File: config.mk
export PLATFORM = sky130hd
export DESIGN_NAME = variable_bin_histogram_integral_top_flat
export DESIGN_NICKNAME = d
export VERILOG_FILES = /design/src/hdl/vbhi_pkg.sv /design/src/hdl/vbhi_req_if.sv /design/src/hdl/vbhi_rsp_if.sv /design/src/hdl/variable_bin_histogram_integral_top.sv /design/src/flat_wrapper.sv
export SDC_FILE = /design/constraint.sdc
export NUM_CORES = 2
export LEC_CHECK = 0
export BUFFER_PORTS_ARGS = -buffer_cell sky130_fd_sc_hd__buf_2
export CAP_MARGIN = 25
export CORE_ASPECT_RATIO = 0.5
export CORE_MARGIN = 5
export CORE_UTILIZATION = 45
export CTS_BUF_LIST = sky130_fd_sc_hd__clkbuf_4 sky130_fd_sc_hd__clkbuf_8
export DETAILED_ROUTE_END_ITERATION = 6
export PLACE_DENSITY = 0.7
export SLEW_MARGIN = 5
export SYNTH_ARGS = -nofsm -noshare
export SYNTH_HDL_FRONTEND = slang
export SYNTH_SLANG_ARGS = --single-unit
File: constraint.sdc
create_clock -name clock -period 8 [get_ports clock]
set_input_delay 0.4 -clock clock [delete_from_list [all_inputs] [get_ports clock]]
set_output_delay 0.4 -clock clock [all_outputs]
set_load 0.05 [all_outputs]
File: src/hdl/vbhi_pkg.sv
// Shared types and constants for the variable bin histogram integral block.
// No dependencies; compiled first.
package vbhi_pkg;

   localparam int FUNC_W  = 2;
   localparam int INDEX_W = 5;
   localparam int DATA_W  = 32;
   localparam int BIN_W   = 5;
   localparam int SUM_W   = 36;
   localparam int NORM_W  = 48;
   localparam int COUNT_W = 5;

   typedef enum logic [FUNC_W-1:0] {
      FN_EDGE_WR = 2'd0,
      FN_BIN_WR  = 2'd1,
      FN_QUERY   = 2'd2,
      FN_CLEAR   = 2'd3
   } func_type;

endpackage

File: src/hdl/vbhi_req_if.sv
// Request channel (valid/ready) for the histogram block.
// Depends on vbhi_pkg for field widths.
interface vbhi_req_if;
   import vbhi_pkg::*;

   logic                      valid;
   logic                      ready;
   logic [FUNC_W-1:0]         func;
   logic [INDEX_W-1:0]        slot_index;
   logic signed [DATA_W-1:0]  data_value;
   logic signed [DATA_W-1:0]  lower_bound;
   logic signed [DATA_W-1:0]  upper_bound;

   modport source (output valid, func, slot_index, data_value, lower_bound, upper_bound,
                   input ready);
   modport sink   (input valid, func, slot_index, data_value, lower_bound, upper_bound,
                   output ready);
endinterface

File: src/hdl/vbhi_rsp_if.sv
// Response channel (valid/ready) for the histogram block.
// Depends on vbhi_pkg for field widths.
interface vbhi_rsp_if;
   import vbhi_pkg::*;

   logic                      valid;
   logic                      ready;
   logic signed [SUM_W-1:0]   range_sum;
   logic [BIN_W-1:0]          low_bin;
   logic [BIN_W-1:0]          high_bin;
   logic signed [NORM_W-1:0]  norm_total;

   modport source (output valid, range_sum, low_bin, high_bin, norm_total, input ready);
   modport sink   (input valid, range_sum, low_bin, high_bin, norm_total, output ready);
endinterface

File: src/hdl/variable_bin_histogram_integral_top.sv
// Top level of the variable bin histogram integral block.
// Depends on vbhi_pkg, vbhi_req_if and vbhi_rsp_if.
//
// Usage:
//   req_bus carries one command per transfer: edge write, bin write, range
//   query or clear. rsp_bus returns exactly one result per command, in order.
//   csr_wr_en/csr_wr_data load the edge count; write it only while idle.
// Command flow:
//   edge write goes straight to the result; bin write first reads the old bin.
//   query: the lower, then the upper bound is located among the edges, then
//     the bins between them are summed, one edge or one bin per cycle through
//     the single read port of each table. A zero edge count skips the search.
//   clear: a sweep of the regular bins to update the
//     normalization; bins are then zeroed at once through per-entry valid bits.
// One command is in flight at a time; the next one is taken while a result
//   still waits in the output register.
// Reset: bins read as zero, normalization zero, edge count 16, edge table
//   undefined until written. No clearing pass is needed.
// Stall: a result is held in the output register until taken; the block
//   then waits with the next result finished.
module variable_bin_histogram_integral_top #(
   parameter int MAX_EDGES  = 16,
   parameter int VALUE_BITS = 32
) (
   input  logic                           clock,
   input  logic                           reset,
   vbhi_req_if.sink                       req_bus,
   vbhi_rsp_if.source                     rsp_bus,
   input  logic                           csr_wr_en,
   input  logic [vbhi_pkg::COUNT_W-1:0]   csr_wr_data
);
   import vbhi_pkg::*;

   localparam int VW  = (VALUE_BITS < DATA_W) ? VALUE_BITS : DATA_W;
   localparam int EAW = (MAX_EDGES > 1) ? $clog2(MAX_EDGES) : 1;
   localparam int BAW = $clog2(MAX_EDGES + 1);
   localparam int CAP = (MAX_EDGES < 31) ? MAX_EDGES : 31;
   localparam logic [COUNT_W-1:0] CAP_C = COUNT_W'(CAP);

   typedef enum logic [2:0] {
      ST_IDLE, ST_BIN, ST_LOC, ST_SUM, ST_CLR, ST_DONE
   } state_type;

   logic [VW-1:0] edge_mem [MAX_EDGES];
   logic [VW-1:0] bin_mem  [MAX_EDGES+1];
   logic [MAX_EDGES:0] bin_valid_ff;

   state_type state_ff, state_in;
   logic [COUNT_W-1:0] edges_used_ff;
   logic [COUNT_W-1:0] n_cur, n_ff, n_in;
   logic [VW-1:0] val_ff, val_in;
   logic regular_ff, regular_in;
   logic [BAW-1:0] baddr_ff, baddr_in;
   logic signed [DATA_W-1:0] lb_ff, lb_in, ub_ff, ub_in;
   logic phase_ff, phase_in;
   logic [BIN_W-1:0] ci_ff, ci_in, si_ff, si_in, lo_ff, lo_in, hi_ff, hi_in;
   logic signed [SUM_W-1:0] sum_ff, sum_in;
   logic signed [NORM_W-1:0] norm_ff, norm_in;

   logic rsp_valid_ff, rsp_valid_in;
   logic signed [SUM_W-1:0] rsp_sum_ff, rsp_sum_in;
   logic [BIN_W-1:0] rsp_lo_ff, rsp_lo_in, rsp_hi_ff, rsp_hi_in;
   logic signed [NORM_W-1:0] rsp_norm_ff, rsp_norm_in;

   logic [EAW-1:0] edge_rd_addr, edge_wr_addr;
   logic [BAW-1:0] bin_rd_addr;
   logic edge_we, bin_we, clr_all;
   logic [VW-1:0] edge_q_ff, bin_q_ff;
   logic bin_vq_ff;

   logic signed [VW-1:0] bin_val;
   logic signed [DATA_W-1:0] bound;
   logic gt, found;
   logic [BIN_W-1:0] fidx;
   func_type req_func;

   assign n_cur    = (edges_used_ff > CAP_C) ? CAP_C : edges_used_ff;
   assign bin_val  = bin_vq_ff ? $signed(bin_q_ff) : '0;
   assign bound    = phase_ff ? ub_ff : lb_ff;
   assign gt       = $signed(DATA_W'($signed(edge_q_ff))) > bound;
   assign found    = gt || ((ci_ff + 5'd1) == n_ff);
   assign fidx     = gt ? ci_ff : n_ff;
   assign req_func = func_type'(req_bus.func);

   assign req_bus.ready      = (state_ff == ST_IDLE);
   assign rsp_bus.valid      = rsp_valid_ff;
   assign rsp_bus.range_sum  = rsp_sum_ff;
   assign rsp_bus.low_bin    = rsp_lo_ff;
   assign rsp_bus.high_bin   = rsp_hi_ff;
   assign rsp_bus.norm_total = rsp_norm_ff;

   always_comb begin
      state_in     = state_ff;
      n_in         = n_ff;
      val_in       = val_ff;
      regular_in   = regular_ff;
      baddr_in     = baddr_ff;
      lb_in        = lb_ff;
      ub_in        = ub_ff;
      phase_in     = phase_ff;
      ci_in        = ci_ff;
      si_in        = si_ff;
      lo_in        = lo_ff;
      hi_in        = hi_ff;
      sum_in       = sum_ff;
      norm_in      = norm_ff;
      rsp_valid_in = rsp_valid_ff && !rsp_bus.ready;
      rsp_sum_in   = rsp_sum_ff;
      rsp_lo_in    = rsp_lo_ff;
      rsp_hi_in    = rsp_hi_ff;
      rsp_norm_in  = rsp_norm_ff;
      edge_rd_addr = '0;
      edge_wr_addr = EAW'(req_bus.slot_index);
      bin_rd_addr  = '0;
      edge_we      = 1'b0;
      bin_we       = 1'b0;
      clr_all      = 1'b0;

      case (state_ff)
         ST_IDLE: begin
            if (req_bus.valid) begin
               n_in     = n_cur;
               sum_in   = '0;
               lo_in    = '0;
               hi_in    = '0;
               val_in   = req_bus.data_value[VW-1:0];
               lb_in    = req_bus.lower_bound;
               ub_in    = req_bus.upper_bound;
               phase_in = 1'b0;
               ci_in    = '0;
               case (req_func)
                  FN_EDGE_WR: begin
                     edge_we  = (32'(req_bus.slot_index) < MAX_EDGES);
                     state_in = ST_DONE;
                  end
                  FN_BIN_WR: begin
                     if (req_bus.slot_index == '0) begin
                        regular_in = 1'b0;
                        baddr_in   = '0;
                     end else if (req_bus.slot_index < n_cur) begin
                        regular_in = 1'b1;
                        baddr_in   = BAW'(req_bus.slot_index);
                     end else begin
                        regular_in = 1'b0;
                        baddr_in   = BAW'(n_cur);
                     end
                     bin_rd_addr = baddr_in;
                     state_in    = ST_BIN;
                  end
                  FN_QUERY: begin
                     state_in = (n_cur == '0) ? ST_DONE : ST_LOC;
                  end
                  FN_CLEAR: begin
                     if (n_cur <= 5'd1) begin
                        clr_all  = 1'b1;
                        state_in = ST_DONE;
                     end else begin
                        si_in       = 5'd1;
                        bin_rd_addr = BAW'(5'd1);
                        state_in    = ST_CLR;
                     end
                  end
                  default: state_in = ST_DONE;
               endcase
            end
         end
         ST_BIN: begin
            if (regular_ff) begin
               norm_in = norm_ff + NORM_W'($signed(val_ff)) - NORM_W'(bin_val);
            end
            bin_we   = 1'b1;
            state_in = ST_DONE;
         end
         ST_LOC: begin
            if (!found) begin
               ci_in        = ci_ff + 5'd1;
               edge_rd_addr = EAW'(ci_ff + 5'd1);
            end else if (!phase_ff) begin
               lo_in    = fidx;
               phase_in = 1'b1;
               ci_in    = '0;
            end else begin
               hi_in = fidx;
               if ({1'b0, fidx} > ({1'b0, lo_ff} + 6'd1)) begin
                  si_in       = lo_ff + 5'd1;
                  bin_rd_addr = BAW'(lo_ff + 5'd1);
                  state_in    = ST_SUM;
               end else begin
                  state_in = ST_DONE;
               end
            end
         end
         ST_SUM: begin
            sum_in = sum_ff + SUM_W'(bin_val);
            if ((si_ff + 5'd1) == hi_ff) begin
               state_in = ST_DONE;
            end else begin
               si_in       = si_ff + 5'd1;
               bin_rd_addr = BAW'(si_ff + 5'd1);
            end
         end
         ST_CLR: begin
            norm_in = norm_ff - NORM_W'(bin_val);
            if ((si_ff + 5'd1) == n_ff) begin
               clr_all  = 1'b1;
               state_in = ST_DONE;
            end else begin
               si_in       = si_ff + 5'd1;
               bin_rd_addr = BAW'(si_ff + 5'd1);
            end
         end
         ST_DONE: begin
            if (!rsp_valid_ff || rsp_bus.ready) begin
               rsp_valid_in = 1'b1;
               rsp_sum_in   = sum_ff;
               rsp_lo_in    = lo_ff;
               rsp_hi_in    = hi_ff;
               rsp_norm_in  = norm_ff;
               state_in     = ST_IDLE;
            end
         end
         default: state_in = ST_IDLE;
      endcase
   end

   always_ff @(posedge clock) begin
      if (reset) begin
         state_ff      <= ST_IDLE;
         rsp_valid_ff  <= 1'b0;
         norm_ff       <= '0;
         edges_used_ff <= COUNT_W'(16);
      end else begin
         state_ff     <= state_in;
         rsp_valid_ff <= rsp_valid_in;
         norm_ff      <= norm_in;
         if (csr_wr_en) begin
            edges_used_ff <= csr_wr_data;
         end
      end
      n_ff        <= n_in;
      val_ff      <= val_in;
      regular_ff  <= regular_in;
      baddr_ff    <= baddr_in;
      lb_ff       <= lb_in;
      ub_ff       <= ub_in;
      phase_ff    <= phase_in;
      ci_ff       <= ci_in;
      si_ff       <= si_in;
      lo_ff       <= lo_in;
      hi_ff       <= hi_in;
      sum_ff      <= sum_in;
      rsp_sum_ff  <= rsp_sum_in;
      rsp_lo_ff   <= rsp_lo_in;
      rsp_hi_ff   <= rsp_hi_in;
      rsp_norm_ff <= rsp_norm_in;
   end

   always_ff @(posedge clock) begin
      if (edge_we) begin
         edge_mem[edge_wr_addr] <= val_in;
      end
      edge_q_ff <= edge_mem[edge_rd_addr];
   end

   always_ff @(posedge clock) begin
      if (bin_we) begin
         bin_mem[baddr_ff] <= val_ff;
      end
      bin_q_ff <= bin_mem[bin_rd_addr];
   end

   always_ff @(posedge clock) begin
      if (reset) begin
         bin_valid_ff <= '0;
         bin_vq_ff    <= 1'b0;
      end else begin
         bin_vq_ff <= bin_valid_ff[bin_rd_addr];
         if (clr_all) begin
            bin_valid_ff <= '0;
         end else if (bin_we) begin
            bin_valid_ff[baddr_ff] <= 1'b1;
         end
      end
   end

endmodule

File: src/flat_wrapper.sv
// flat-port wrapper written by rule: the top's interface ports become plain ports
module variable_bin_histogram_integral_top_flat import vbhi_pkg::*;
#(
   parameter int MAX_EDGES  = 16,
   parameter int VALUE_BITS = 32
)
  (clock, reset, csr_wr_en, csr_wr_data, req_bus_valid, req_bus_func, req_bus_slot_index, req_bus_data_value, req_bus_lower_bound, req_bus_upper_bound, req_bus_ready, rsp_bus_valid, rsp_bus_range_sum, rsp_bus_low_bin, rsp_bus_high_bin, rsp_bus_norm_total, rsp_bus_ready);
  vbhi_req_if req_bus_i ();
  vbhi_rsp_if rsp_bus_i ();
  input  logic clock;
  input  logic reset;
  input  logic csr_wr_en;
  input  logic [vbhi_pkg::COUNT_W-1:0] csr_wr_data;
  input wire logic [$bits(req_bus_i.valid)-1:0] req_bus_valid;
  input wire logic [$bits(req_bus_i.func)-1:0] req_bus_func;
  input wire logic [$bits(req_bus_i.slot_index)-1:0] req_bus_slot_index;
  input wire logic [$bits(req_bus_i.data_value)-1:0] req_bus_data_value;
  input wire logic [$bits(req_bus_i.lower_bound)-1:0] req_bus_lower_bound;
  input wire logic [$bits(req_bus_i.upper_bound)-1:0] req_bus_upper_bound;
  output wire logic [$bits(req_bus_i.ready)-1:0] req_bus_ready;
  output wire logic [$bits(rsp_bus_i.valid)-1:0] rsp_bus_valid;
  output wire logic [$bits(rsp_bus_i.range_sum)-1:0] rsp_bus_range_sum;
  output wire logic [$bits(rsp_bus_i.low_bin)-1:0] rsp_bus_low_bin;
  output wire logic [$bits(rsp_bus_i.high_bin)-1:0] rsp_bus_high_bin;
  output wire logic [$bits(rsp_bus_i.norm_total)-1:0] rsp_bus_norm_total;
  input wire logic [$bits(rsp_bus_i.ready)-1:0] rsp_bus_ready;
  assign req_bus_i.valid = req_bus_valid;
  assign req_bus_i.func = req_bus_func;
  assign req_bus_i.slot_index = req_bus_slot_index;
  assign req_bus_i.data_value = req_bus_data_value;
  assign req_bus_i.lower_bound = req_bus_lower_bound;
  assign req_bus_i.upper_bound = req_bus_upper_bound;
  assign req_bus_ready = req_bus_i.ready;
  assign rsp_bus_valid = rsp_bus_i.valid;
  assign rsp_bus_range_sum = rsp_bus_i.range_sum;
  assign rsp_bus_low_bin = rsp_bus_i.low_bin;
  assign rsp_bus_high_bin = rsp_bus_i.high_bin;
  assign rsp_bus_norm_total = rsp_bus_i.norm_total;
  assign rsp_bus_i.ready = rsp_bus_ready;
  variable_bin_histogram_integral_top #(.MAX_EDGES(MAX_EDGES), .VALUE_BITS(VALUE_BITS)) u_core (.clock(clock), .reset(reset), .req_bus(req_bus_i), .rsp_bus(rsp_bus_i), .csr_wr_en(csr_wr_en), .csr_wr_data(csr_wr_data));
endmodule
==> impl_metrics.yaml <==
run_status:
  status: "finished, final reports clean"
logic_synthesis:
  yosys_warnings: 0
  synthArstFlopShare_pct: 0
  yosys.area.top_type: "edfxtp_1"
  synth_edf_count: 1282
  syn_area_per_cell_um2: 12.6
  synth-seq-area-share_pct: 65.7
  ys_top_cells_by_count: "edfxtp_1 (1282), nand2_1 (787), a21oi_1 (259)"
  syn_nets: 5397
  synthTopCellsByArea: "edfxtp_1 (60%), dfxtp_1 (5.4%), nand2_1 (4.6%)"
  yosys.area.top_type_share_pct: 60.3
  synth_cell_types: 87
  synth_area_mm2: 0.0638
  synth.most_common_cell: "edfxtp_1"
  synth_cells: 5061
  ys.flop_type: "edfxtp_1"
  ys_seq_elements: 1453
routing:
  initialDrtViolationCount: 5383
  wl_per_cell_um: 24.6
  postRouteAntennaNets: 0
  firstDrtPassIters: 6
  drc: 0
  num_vias: 44050
  routed_wl_mm: 184
  routed_via_density: 5.88
timing:
  rsz0062_at_grt: "no"
  setup-tns-final_ns: 0
  hold_viol: 0
  fin_crit_ns: 6.83
  slew_headroom_pct: 24.8
  finalWorstSetupSlack_ns: 1.17
  fin_skew_ns: 0.0637
  setup_viol: 0
  fmax_ghz: 0.146
  final_max_slew_viol_count: 0
  holdWs_ns: 0.0720
  worst_slew_pin_slew_ns: 1.13
  post-route-period-util_pct: 85.4
die:
  rows: 97
  start_util_pct: 45.4
  io_pins: 209
  die_y_um: 276
  die_w_um: 543
  dieArea_mm2: 0.150
  coreArea_mm2: 0.140
clock_tree:
  post_cts_buffers: 0
  cts.path.max_buffers: 3
  clkTransAtPathRegs_ns: 0.07
  insertion_delay_ns: 0.93
  numCtsBuffers: 198
  ctsHoldBuffers: 107
  cts_root_buffer: "clkbuf_8"
  numClockSinks: 1453
  cts_tree: "built"
  postCtsResizedCells: 0
  cts-htree-levels: 4
worst_setup_path:
  crit_path_cell_trace: "buf_12 -> mux2i_1 -> ha_1 -> a21oi_1 -> o21ai_1 -> a221o_1 -> a221o_1 -> o21ai_4 -> mux2_2 -> ha_1 -> and4_1 -> a21oi_1 -> o31a_1 -> nand3_1 -> o31ai_2 -> and2_1 -> nand2_1 -> buf_12 -> o22ai_1 -> nor4_1 -> o21ai_1"
  critPathMaxStageDelay_ns: 0.73
  end_kind: "flop"
  cp_data_arrival_time_ns: 7.65
  crit_buf_inv: 2
  worst-setup-path-type: "reg2reg"
  critPathTopFamily: "compound AO/OA/AOI/OAI gates"
  cp_max_fo: 32
  startpoint_type: "flop"
  crit_slowest_cell: "o31ai_2"
  required_ns: 8.81
run:
  maxCapViolCount: 0
pwr:
  ir_worst_vdd_v: 0.000216
  powerDensity_mw_per_mm2: 386
  leakage_nw: 27.4
  power.total_mw: 28.0
placed_design:
  dpl.hpwl_mm: 111
  port_buffers: 208
  placed_area_mm2: 0.0674
  pre_cts_ws_ns: 1.34
  routabilityCongestion: 0.927
final_layout:
  fin_nets: 5772
  syn2layout_area_growth_pct: 13.9
  fin_area_mm2: 0.0727
  drive_above_1_share_pct: 13.5
global_routing:
  grt_pass1_vias: 42977
  globalRoute.totalOverflow: 0
  grt_max_degree: 153
  antenna_found_initial: 11
  grt_usage_pct: 23.9
  grt_pass1_wl_mm: 271
min_path:
  hp-class: "in2reg"
[placed cells by master (no fill, tap or decap), types with 99 or more instances in the layout]
cell type / synthesis / layout
edfxtp_1: 1282 / 1282
nand2_1: 787 / 782
a21oi_1: 259 / 259
inv_1: 252 / 251
clkbuf_8: 0 / 211
buf_2: 42 / 209
nor2_1: 223 / 188
mux2i_1: 180 / 180
ha_1: 174 / 174
nand3_1: 172 / 172
dfxtp_1: 171 / 171
o21ai_0: 169 / 137
dlygate4sd3_1: 0 / 108
buf_4: 7 / 99
[report_power, final]
| part | internal (mW) | total, mW | switching (mW) |
|---|---|---|---|
| clock | 2.97 | 5.84 | 2.87 |
| sequential | 9.85 | 10.7 | 0.850 |
| combinational | 4.06 | 11.5 | 7.44 |
| total | 16.9 | 28.0 | 11.2 |
[sequential cells by signal, summed over array words and instances (netlist names), 17 cells and up]
| name | cells |
|---|---|
| u_core.bin_mem | 544 |
| u_core.edge_mem | 512 |
| u_core.norm_ff | 48 |
| u_core.rsp_bus.norm_total | 48 |
| u_core.rsp_bus.range_sum | 36 |
| u_core.sum_ff | 36 |
| u_core.bin_q_ff | 32 |
| u_core.edge_q_ff | 32 |
| u_core.lb_ff | 32 |
| u_core.ub_ff | 32 |
| u_core.val_ff | 32 |
| u_core.bin_valid_ff | 17 |
[per-layer routing]
| layer | track usage (%) | part of all wire [%] |
|---|---|---|
| met2 | 37.6 | 46 |
| met4 | 8.80 | 3.3 |
| met3 | 5.31 | 10 |
| met1 | 32.6 | 40 |
| met5 | 0 | 0.015 |
[final timing paths]
kind | start | to | slack, ns | cells past startpoint
setup reg to reg | u_core.phase_ff | u_core.bin_q_ff[10] | 1.17 | 21
hold reg to reg | u_core.sum_ff[33] | u_core.rsp_bus.range_sum[33] | 0.46 | 0
hold / removal | req_bus_data_value[24] | u_core.val_ff[24] | 0.07 | 4
setup / recovery | u_core.phase_ff | u_core.bin_q_ff[10] | 1.17 | 21
[final cells by class]
type	count	area [µm²]
antenna	8	20.0
clock buffer	292	3510
clock inverter	79	552
fill	11633	67800
inverter	256	967
multi-input combinational	3096	20200
sequential	1453	41900
tap	1881	2350
timing repair buffer	431	3180
[worst reg2reg max path, cell delays in order (launching register included)]
cell and delay (ns):
edfxtp_1 0.51, buf_12 0.27, mux2i_1 0.31, ha_1 0.28
a21oi_1 0.16, o21ai_1 0.09, a221o_1 0.33, a221o_1 0.39
o21ai_4 0.56, mux2_2 0.44, ha_1 0.31, and4_1 0.20
a21oi_1 0.14, o31a_1 0.22, nand3_1 0.17, o31ai_2 0.73
and2_1 0.26, nand2_1 0.50, buf_12 0.41, o22ai_1 0.21
nor4_1 0.09, o21ai_1 0.17
[logic make-up (layout without fill, tap and decap cells)]
| kind of cell | after synthesis | after routing | share of synthesized area (%) |
|---|---|---|---|
| XOR/XNOR | 134 | 134 | 1.93 |
| AND/OR/NAND/NOR | 1505 | 1505 | 10.5 |
| buffers and inverters | 512 | 1058 | 3.25 |
| multiplexers | 192 | 192 | 3.11 |
| other | 0 | 8 | 0 |
| AO/OA/AOI/OAI | 1042 | 1042 | 10.6 |
| flip-flops | 1453 | 1453 | 65.7 |
| adder cells (fa/ha/maj) | 223 | 223 | 4.95 |
[metrics by stage]
| step | utilization [%] | instances |
|---|---|---|
| 6_report | 51.7 | 7496 |
| 5_1_grt | 51.7 | 7492 |
| 4_1_cts | 51.7 | 7483 |
| 3_5_place_dp | 48.0 | 7005 |
| 3_3_place_gp | 48.0 | 7003 |
| 2_1_floorplan | - | 5061 |
(Power assumes the default switching activity.)
